==> src/hdl/pdt_pkg.sv <==
// Package: shared types and constants of the palette deduplication table.
package pdt_pkg;

  localparam int CHAN_W   = 8;
  localparam int COLOUR_W = 3 * CHAN_W;
  localparam int IDX_W    = 6;

  localparam logic OP_PUSH  = 1'b0;
  localparam logic OP_CLEAR = 1'b1;

  typedef enum logic [1:0] {
    ST_IDLE,
    ST_CMP,
    ST_COPY,
    ST_FINISH
  } state_t;

  // Request to the shared compare unit for one stored palette.
  typedef struct packed {
    logic valid;
    logic first_pos;
    logic last_pos;
  } cmp_req_t;

  // Flag update and hit report from the compare unit.
  typedef struct packed {
    logic flag_wr;
    logic flag;
    logic hit;
  } cmp_rsp_t;

endpackage

==> src/hdl/pdt_cmp_unit.sv <==
// Shared compare unit: one stored colour against the incoming colour per cycle.
module pdt_cmp_unit import pdt_pkg::*; (
  input  cmp_req_t             req,
  input  logic [COLOUR_W-1:0]  stored,
  input  logic [COLOUR_W-1:0]  colour,
  input  logic                 flag_old,
  output cmp_rsp_t             rsp
);

  logic eq;
  logic flag_new;

  always_comb begin
    eq       = (stored == colour);
    // first position starts a fresh match flag, later ones narrow it
    flag_new = req.first_pos ? eq : (flag_old & eq);
    rsp.flag_wr = req.valid;
    rsp.flag    = flag_new;
    rsp.hit     = req.valid && req.last_pos && flag_new;
  end

endmodule

==> config.mk <==
export PLATFORM = sky130hd
export DESIGN_NAME = pdt_cmp_unit
export DESIGN_NICKNAME = d
export VERILOG_FILES = /design/src/hdl/pdt_pkg.sv /design/src/hdl/pdt_cmp_unit.sv
export SDC_FILE = /design/constraint.sdc
export NUM_CORES = 1
export LEC_CHECK = 0
export BUFFER_PORTS_ARGS = -buffer_cell sky130_fd_sc_hd__buf_2
export CAP_MARGIN = 30
export CORE_AREA = 2 2 39 41
export DETAILED_ROUTE_END_ITERATION = 7
export DIE_AREA = 0 0 41 43
export PLACE_DENSITY = 0.81
export SLEW_MARGIN = 5
export SYNTH_ARGS = -nofsm -noshare
export SYNTH_HDL_FRONTEND = slang
export SYNTH_SLANG_ARGS = --single-unit
==> constraint.sdc <==
create_clock -name vclk -period 1.6
set_input_delay 0.08 -clock vclk [all_inputs]
set_output_delay 0.08 -clock vclk [all_outputs]
set_load 0.05 [all_outputs]
After elaboration in Yosys (flattened, before gate mapping). Index checks and enable logic that the tools add are counted.

Register bits: 0. Output and inout bits: 3. Word-level logic and storage cells: 5. Bits of input ports: 52.

Bitwise gates (word level): 1. Muxes and demuxes: 1. Eq/ne operators: 1. Reductions and logical operators: 2.

Operator list (count): $eq 24x24->1 (1); $logic_and 1x1->1 (2); $and 1x1->1 (1); $mux 1 (1).

Longest topological paths before layout. Gate-level depths: netlist (run 1).

Depth after elaboration: 4. Gate-level depth with buffers: 5. Depth with buffers taken out: 4.

Worst setup path before layout (run 1). Ideal clock, no wire load.

Kind: in2out. From: input stored[15]. To: output rsp[0] in the netlist's numbering. Arrival time: 1615 ps. Required time: 1520 ps. Stages: 4. Buffers on the path: 0. Slack: -95 ps. Cell sequence: nor2b_1 -> a2111oi_4 -> nand4_2 -> nor4_2.

RTL lines: start: declaration (line pdt_cmp_unit.sv:4) `input logic [COLOUR_W-1:0] stored,`; end: declaration (line pdt_cmp_unit.sv:7) `output cmp_rsp_t rsp`.

==> results of run 1 <==
==> critical path, cell delays in order <==
cell	delay [ns]
sky130_fd_sc_hd__buf_2	0.10
sky130_fd_sc_hd__nor2b_1	0.14
sky130_fd_sc_hd__a2111oi_4	0.35
sky130_fd_sc_hd__nand3_2	0.15
sky130_fd_sc_hd__nor4_4	0.25
sky130_fd_sc_hd__buf_2	0.30
==> through the flow <==
step | power, mW | cell area, µm² | cells | setup WS [ns] | utilization
final | 0.158 | 712 | 121 | 0.149 | 0.514
after global routing | 0.175 | 712 | 121 | 0.0293 | 0.514
after CTS | 0.160 | 712 | 121 | 0.123 | 0.514
after detailed placement | 0.159 | 712 | 121 | 0.126 | 0.514
after global placement | 0.155 | 712 | 121 | 0.157 | 0.514
after floorplan | 0.0790 | 432 | 52 | 0.190 | -
==> worst min-delay path by stage <==
stage / startpoint / to / slack, ns / cells past startpoint
finish: req[2] / rsp[2] / 0.46 / 2
global route: req[2] / rsp[2] / 0.47 / 2
CTS: req[2] / rsp[2] / 0.46 / 2
detailed placement: req[2] / rsp[2] / 0.46 / 2
global placement: req[2] / rsp[2] / 0.46 / 2
floorplan: req[2] / rsp[2] / 0.33 / 1
==> cell families after synthesis <==
kind of cell | after synthesis | synth area share
buf+inv | 7 | 0.0799
simple gates | 27 | 0.432
compound gates | 7 | 0.260
xor+xnor | 11 | 0.228
==> area by class of cell <==
type,count,area [µm²]
inverters,5,18.8
well taps,16,20.0
fillers,148,672
repair buffers,55,275
multi-input cells,45,398
==> cell usage after synthesis <==
library cell / count
sky130_fd_sc_hd__a2111oi_4: 2
sky130_fd_sc_hd__a222oi_1: 1
sky130_fd_sc_hd__buf_4: 2
sky130_fd_sc_hd__inv_1: 3
sky130_fd_sc_hd__inv_2: 2
sky130_fd_sc_hd__nand2_1: 1
sky130_fd_sc_hd__nand2b_1: 12
sky130_fd_sc_hd__nand3_1: 1
sky130_fd_sc_hd__nand3_2: 1
sky130_fd_sc_hd__nand4_2: 1
sky130_fd_sc_hd__nor2_1: 1
sky130_fd_sc_hd__nor2b_1: 5
sky130_fd_sc_hd__nor3_1: 2
sky130_fd_sc_hd__nor4_1: 1
sky130_fd_sc_hd__nor4_2: 2
sky130_fd_sc_hd__o2111a_1: 4
sky130_fd_sc_hd__xor2_1: 11
==> per-layer routing <==
metal / vias to the layer above / track usage / wire, µm
met3: 0 / 0 / 98
li1: 289 / - / -
met1: 235 / 0.177 / 408
met4: 0 / 0 / 0
met5: - / 0 / 0
met2: 28 / 0.241 / 626
==> power groups by stage <==
stage          logic [mW]  registers [mW]  clock network (mW)
2_1_floorplan      0.0790               0                   0
3_3_place_gp        0.155               0                   0
3_5_place_dp        0.159               0                   0
4_1_cts             0.160               0                   0
5_1_grt             0.175               0                   0
6_report            0.158               0                   0
==> impl_table.tex, run 1 <==
\begin{tabular}{lr}
\hline
Metric & Value \\
\hline
\multicolumn{2}{l}{\textbf{STA}} \\
Post-layout minimum cycle time & 1.45 ns \\
Final hold slack & 0.461 ns \\
Unrepaired setup endpoints after global routing & false \\
Max-slew violations & 0 \\
Post-route fraction of the period consumed by the critical path & 0.907 \\
Slew of the pin with the lowest slew margin & 0.344 ns \\
Worst slew margin relative to its limit & 0.770 \\
Max frequency & 689 MHz \\
Total Negative Setup Slacks & 0 ns \\
Number of endpoints failing setup at the final stage & 0 \\
Number of hold violations in the final report & 0 \\
\multicolumn{2}{l}{\textbf{Power}} \\
Internal Dissipation & 0.0888 mW \\
Clock share of power & 0 \\
Static leakage & 0.378 nW \\
Worst voltage drop across the vdd grid & 0.000100 V \\
Power share of the combinational group & 1.000 \\
Net switching power & 0.0687 mW \\
Ratio of total power to cell area & 221 nW/µm² \\
Power share of the sequential group & 0 \\
Switching Fraction & 0.436 \\
\multicolumn{2}{l}{\textbf{Synthesis}} \\
Mapped cell area & 423 µm² \\
Area share of the largest cell type after synthesis & 0.228 \\
Largest area contributor in the netlist & sky130\_fd\_sc\_hd\_\_xor2\_1 \\
Ranking of synthesized cells by area & sky130\_fd\_sc\_hd\_\_xor2\_1 (23\%), sky130\_fd\_sc\_hd\_\_nand2b\_1 (18\%), sky130\_fd\_sc\_hd\_\_a2111oi\_4 (13\%), sky130\_fd\_sc\_hd\_\_o2111a\_1 (11\%), sky130\_fd\_sc\_hd\_\_nor2b\_1 (7.4\%) \\
Sequential share of the synthesized area & 0 \\
Synthesized area per cell & 8.13 µm² \\
Synth warn & 0 \\
Number of instances in the synthesized netlist & 52 \\
Synthesized netlist net count & 104 \\
Number of unique standard cell types used by synthesis & 17 \\
\multicolumn{2}{l}{\textbf{Final layout}} \\
Fraction of layout instances using a drive strength above 1 & 0.600 \\
Num sequential & 0 \\
Most frequent standard cell in the layout excluding fill and tap cells & sky130\_fd\_sc\_hd\_\_buf\_2 \\
CLK BUF & 0 \\
Most frequent cells in the layout & sky130\_fd\_sc\_hd\_\_buf\_2 (55), sky130\_fd\_sc\_hd\_\_nand2b\_1 (12), sky130\_fd\_sc\_hd\_\_xor2\_1 (11) \\
Storage element area & 0 µm² \\
Layout area overhead & 68.3\% \\
Net count, final & 159 \\
Antenna diode count & 0 \\
\multicolumn{2}{l}{\textbf{Status}} \\
Status & finished clean \\
\multicolumn{2}{l}{\textbf{Worst setup path}} \\
Worst Setup Path Type & input pin to output port \\
Type of element launching the critical path & input pin \\
Critical path required time & 1.52 ns \\
Arrival time of the worst setup path & 1.37 ns \\
Critical path capture point type & output port \\
Critical Path Fanout Max & 2 \\
Setup crit start & colour[15] \\
Crit path to & rsp[0] \\
\multicolumn{2}{l}{\textbf{Die}} \\
Width of the chip & 41 µm \\
Core area & 1380 µm² \\
Area enclosed by the die boundary & 1760 µm² \\
Initial cell density of the core & 0.306 \\
Number of top-level design ports & 55 \\
Cell row count & 14 \\
Die height & 43 µm \\
\multicolumn{2}{l}{\textbf{GRT}} \\
Gr usage total & 0.133 \\
Vias in the first global route & 505 \\
Maximum number of pins on one net before global-route repair & 3 \\
Overflow after GRT & 0 \\
First-pass GRT wire length & 1760 µm \\
Initial antenna violation count & 0 \\
\multicolumn{2}{l}{\textbf{Place}} \\
DPL Wire Length & 1130 µm \\
Port Buf Inserts & 55 \\
Weighted congestion reported at the end of routability-driven placement & 0.633 \\
\multicolumn{2}{l}{\textbf{Route}} \\
DRC marker count from the first detailed-route iteration & 13 \\
Routed Antenna Nets & 0 \\
Routed Wire Length & 1130 µm \\
Post-detailed-route wirelength per cell & 9.36 µm \\
Via density & 4.56 \\
1st-pass router iterations & 4 \\
DRC violation count after routing & 0 \\
Via Count & 552 \\
\multicolumn{2}{l}{\textbf{Clock network}} \\
Cells resized by post-CTS repair & 0 \\
Post-CTS Repair Setup Buffers & 0 \\
Number of buffers inserted for hold repair after clock tree synthesis & 0 \\
\multicolumn{2}{l}{\textbf{Run}} \\
Number of max-capacitance violations reported & 0 \\
\multicolumn{2}{l}{\textbf{Min path}} \\
Class of the tightest hold or removal check & input pin to output port \\
\hline
\end{tabular}
Power figures use the tool's default switching activity.
==> run 2: changes to the inputs <==
--- a/config.mk
+++ b/config.mk
@@ -13,3 +13,2 @@
 export PLACE_DENSITY = 0.81
-export SLEW_MARGIN = 5
 export SYNTH_ARGS = -nofsm -noshare
==> constraint.sdc (replaced) <==
create_clock -name vclk -period 1.6
set_input_delay 0.32 -clock vclk [all_inputs]
set_output_delay 0.32 -clock vclk [all_outputs]
set_load 0.05 [all_outputs]
==> impl_table.tex, run 2 (synthesis results as in run 1) <==
\begin{tabular}{lr}
\hline
Metric & Value \\
\hline
\multicolumn{2}{l}{\textbf{STA}} \\
Max-slew violations & 0 \\
Post-route fraction of the period consumed by the critical path & 1.15 \\
Post-layout minimum cycle time & 1.83 ns \\
Number of hold violations in the final report & 0 \\
Smallest setup slack after layout & -0.232 ns \\
Slew of the pin with the lowest slew margin & 0.324 ns \\
Max frequency & 546 MHz \\
Number of endpoints failing setup at the final stage & 2 \\
Unrepaired setup endpoints after global routing & true \\
Worst slew margin relative to its limit & 0.784 \\
\multicolumn{2}{l}{\textbf{Worst setup path}} \\
Setup crit start & colour[5] \\
Arrival time of the worst setup path & 1.51 ns \\
Critical path required time & 1.28 ns \\
Crit path to & rsp[0] \\
Critical Path Fanout Max & 2 \\
Type of element launching the critical path & input pin \\
Critical path capture point type & output port \\
Worst Setup Path Type & input pin to output port \\
\multicolumn{2}{l}{\textbf{Final layout}} \\
Layout area overhead & 90.2\% \\
Fraction of layout instances using a drive strength above 1 & 0.661 \\
Net count, final & 163 \\
Num sequential & 0 \\
CLK BUF & 0 \\
Most frequent cells in the layout & sky130\_fd\_sc\_hd\_\_buf\_2 (50), sky130\_fd\_sc\_hd\_\_nand2b\_1 (12), sky130\_fd\_sc\_hd\_\_xor2\_1 (11) \\
Final std cells w/o fill & 125 \\
Fill cell count & 135 \\
Storage element area & 0 µm² \\
Non-Filler Cell Area, Final & 805 µm² \\
Antenna diode count & 0 \\
Most frequent standard cell in the layout excluding fill and tap cells & sky130\_fd\_sc\_hd\_\_buf\_2 \\
\multicolumn{2}{l}{\textbf{Die}} \\
Initial cell density of the core & 0.306 \\
Core area & 1380 µm² \\
Die height & 43 µm \\
Cell row count & 14 \\
Number of top-level design ports & 55 \\
Width of the chip & 41 µm \\
Area enclosed by the die boundary & 1760 µm² \\
\multicolumn{2}{l}{\textbf{Route}} \\
Routed Antenna Nets & 0 \\
Post-detailed-route wirelength per cell & 9.98 µm \\
Via density & 4.42 \\
Via Count & 552 \\
Routed Wire Length & 1250 µm \\
DRC violation count after routing & 0 \\
DRC marker count from the first detailed-route iteration & 6 \\
1st-pass router iterations & 4 \\
\multicolumn{2}{l}{\textbf{Place}} \\
Placement-stage cell area & 749 µm² \\
Weighted congestion reported at the end of routability-driven placement & 0.613 \\
DPL Wire Length & 1120 µm \\
Port Buf Inserts & 55 \\
Cell count after placement & 125 \\
\multicolumn{2}{l}{\textbf{Run}} \\
Number of max-capacitance violations reported & 0 \\
\multicolumn{2}{l}{\textbf{GRT}} \\
Overflow after GRT & 0 \\
First-pass GRT wire length & 1880 µm \\
Gr usage total & 0.145 \\
Vias in the first global route & 519 \\
Maximum number of pins on one net before global-route repair & 3 \\
Initial antenna violation count & 0 \\
\multicolumn{2}{l}{\textbf{Power}} \\
Worst voltage drop across the vdd grid & 0.0000845 V \\
Static leakage & 0.415 nW \\
Total power after layout & 0.178 mW \\
Ratio of total power to cell area & 221 nW/µm² \\
\multicolumn{2}{l}{\textbf{Status}} \\
Status & complete, but fails checks \\
Violated checks & setup timing \\
\multicolumn{2}{l}{\textbf{Clock network}} \\
Post-CTS Repair Setup Buffers & 0 \\
\multicolumn{2}{l}{\textbf{Min path}} \\
Class of the tightest hold or removal check & input pin to output port \\
\hline
\end{tabular}
## run 2: cell count changes in the layout (fill, tap and decap cells not counted), sizes merged
cell,before,now
buf,55,59
## run 2: worst max-delay path, cell delays in order
cell                        delay [ns]
sky130_fd_sc_hd__buf_6            0.09
sky130_fd_sc_hd__nor2b_4          0.12
sky130_fd_sc_hd__a2111oi_4        0.34
sky130_fd_sc_hd__nand3_2          0.16
sky130_fd_sc_hd__nor4_4           0.29
sky130_fd_sc_hd__buf_6            0.19
## run 2: metrics by stage
stage | setup TNS, ns | hold WS, ns | utilization | worst slack [ns]
CTS | -0.429 | 0.942 | 0.557 | -0.235
global route | -0.548 | 0.959 | 0.581 | -0.299
finish | -0.385 | 0.943 | 0.581 | -0.232
floorplan | -0.277 | 0.807 | - | -0.270
global placement | -0.547 | 0.942 | 0.542 | -0.286
detailed placement | -0.623 | 0.943 | 0.542 | -0.321
## run 2: worst min path at each step
stage	from	endpoint	slack [ns]	cells past startpoint
after detailed placement	req[2]	rsp[2]	0.94	2
after CTS	req[2]	rsp[2]	0.94	2
after global routing	req[2]	rsp[2]	0.96	2
after global placement	req[2]	rsp[2]	0.94	2
after floorplan	req[2]	rsp[2]	0.81	1
final	req[2]	rsp[2]	0.94	2
## run 2: area by class of cell
class | count | area, µm² | area share
multi-input cells | 45 | 429 | 0.533
repair buffers | 59 | 337 | 0.418
inverters | 5 | 18.8 | 0.0233
well taps | 16 | 20.0 | 0.0249
## run 2: layer usage
| metal | part of all wire | vias to the layer above | wire length [µm] | global-route usage |
|---|---|---|---|---|
| li1 | - | 298 | - | - |
| met1 | 0.37 | 234 | 456 | 0.174 |
| met2 | 0.58 | 20 | 728 | 0.281 |
| met3 | 0.049 | 0 | 61 | 0 |
| met4 | 0 | 0 | 0 | 0 |
| met5 | 0 | - | 0 | 0 |
## run 2: report_power, final
part	total [mW]	switching (mW)	leakage, nW	internal (mW)
Clock	0	0	0	0
Sequential	0	0	0	0
Combinational	0.178	0.0751	0.415	0.103
Total	0.178	0.0751	0.415	0.103
## run 2: what timing repair did
| item | 4_1_cts | 5_1_grt |
|---|---|---|
| resized for setup | 5 | 7 |
| hold endpoints to repair | 0 | 0 |
| hold buffers | 0 | 0 |
| pin swaps | 4 | 1 |
| endpoints found under the setup margin | 2 | 2 |
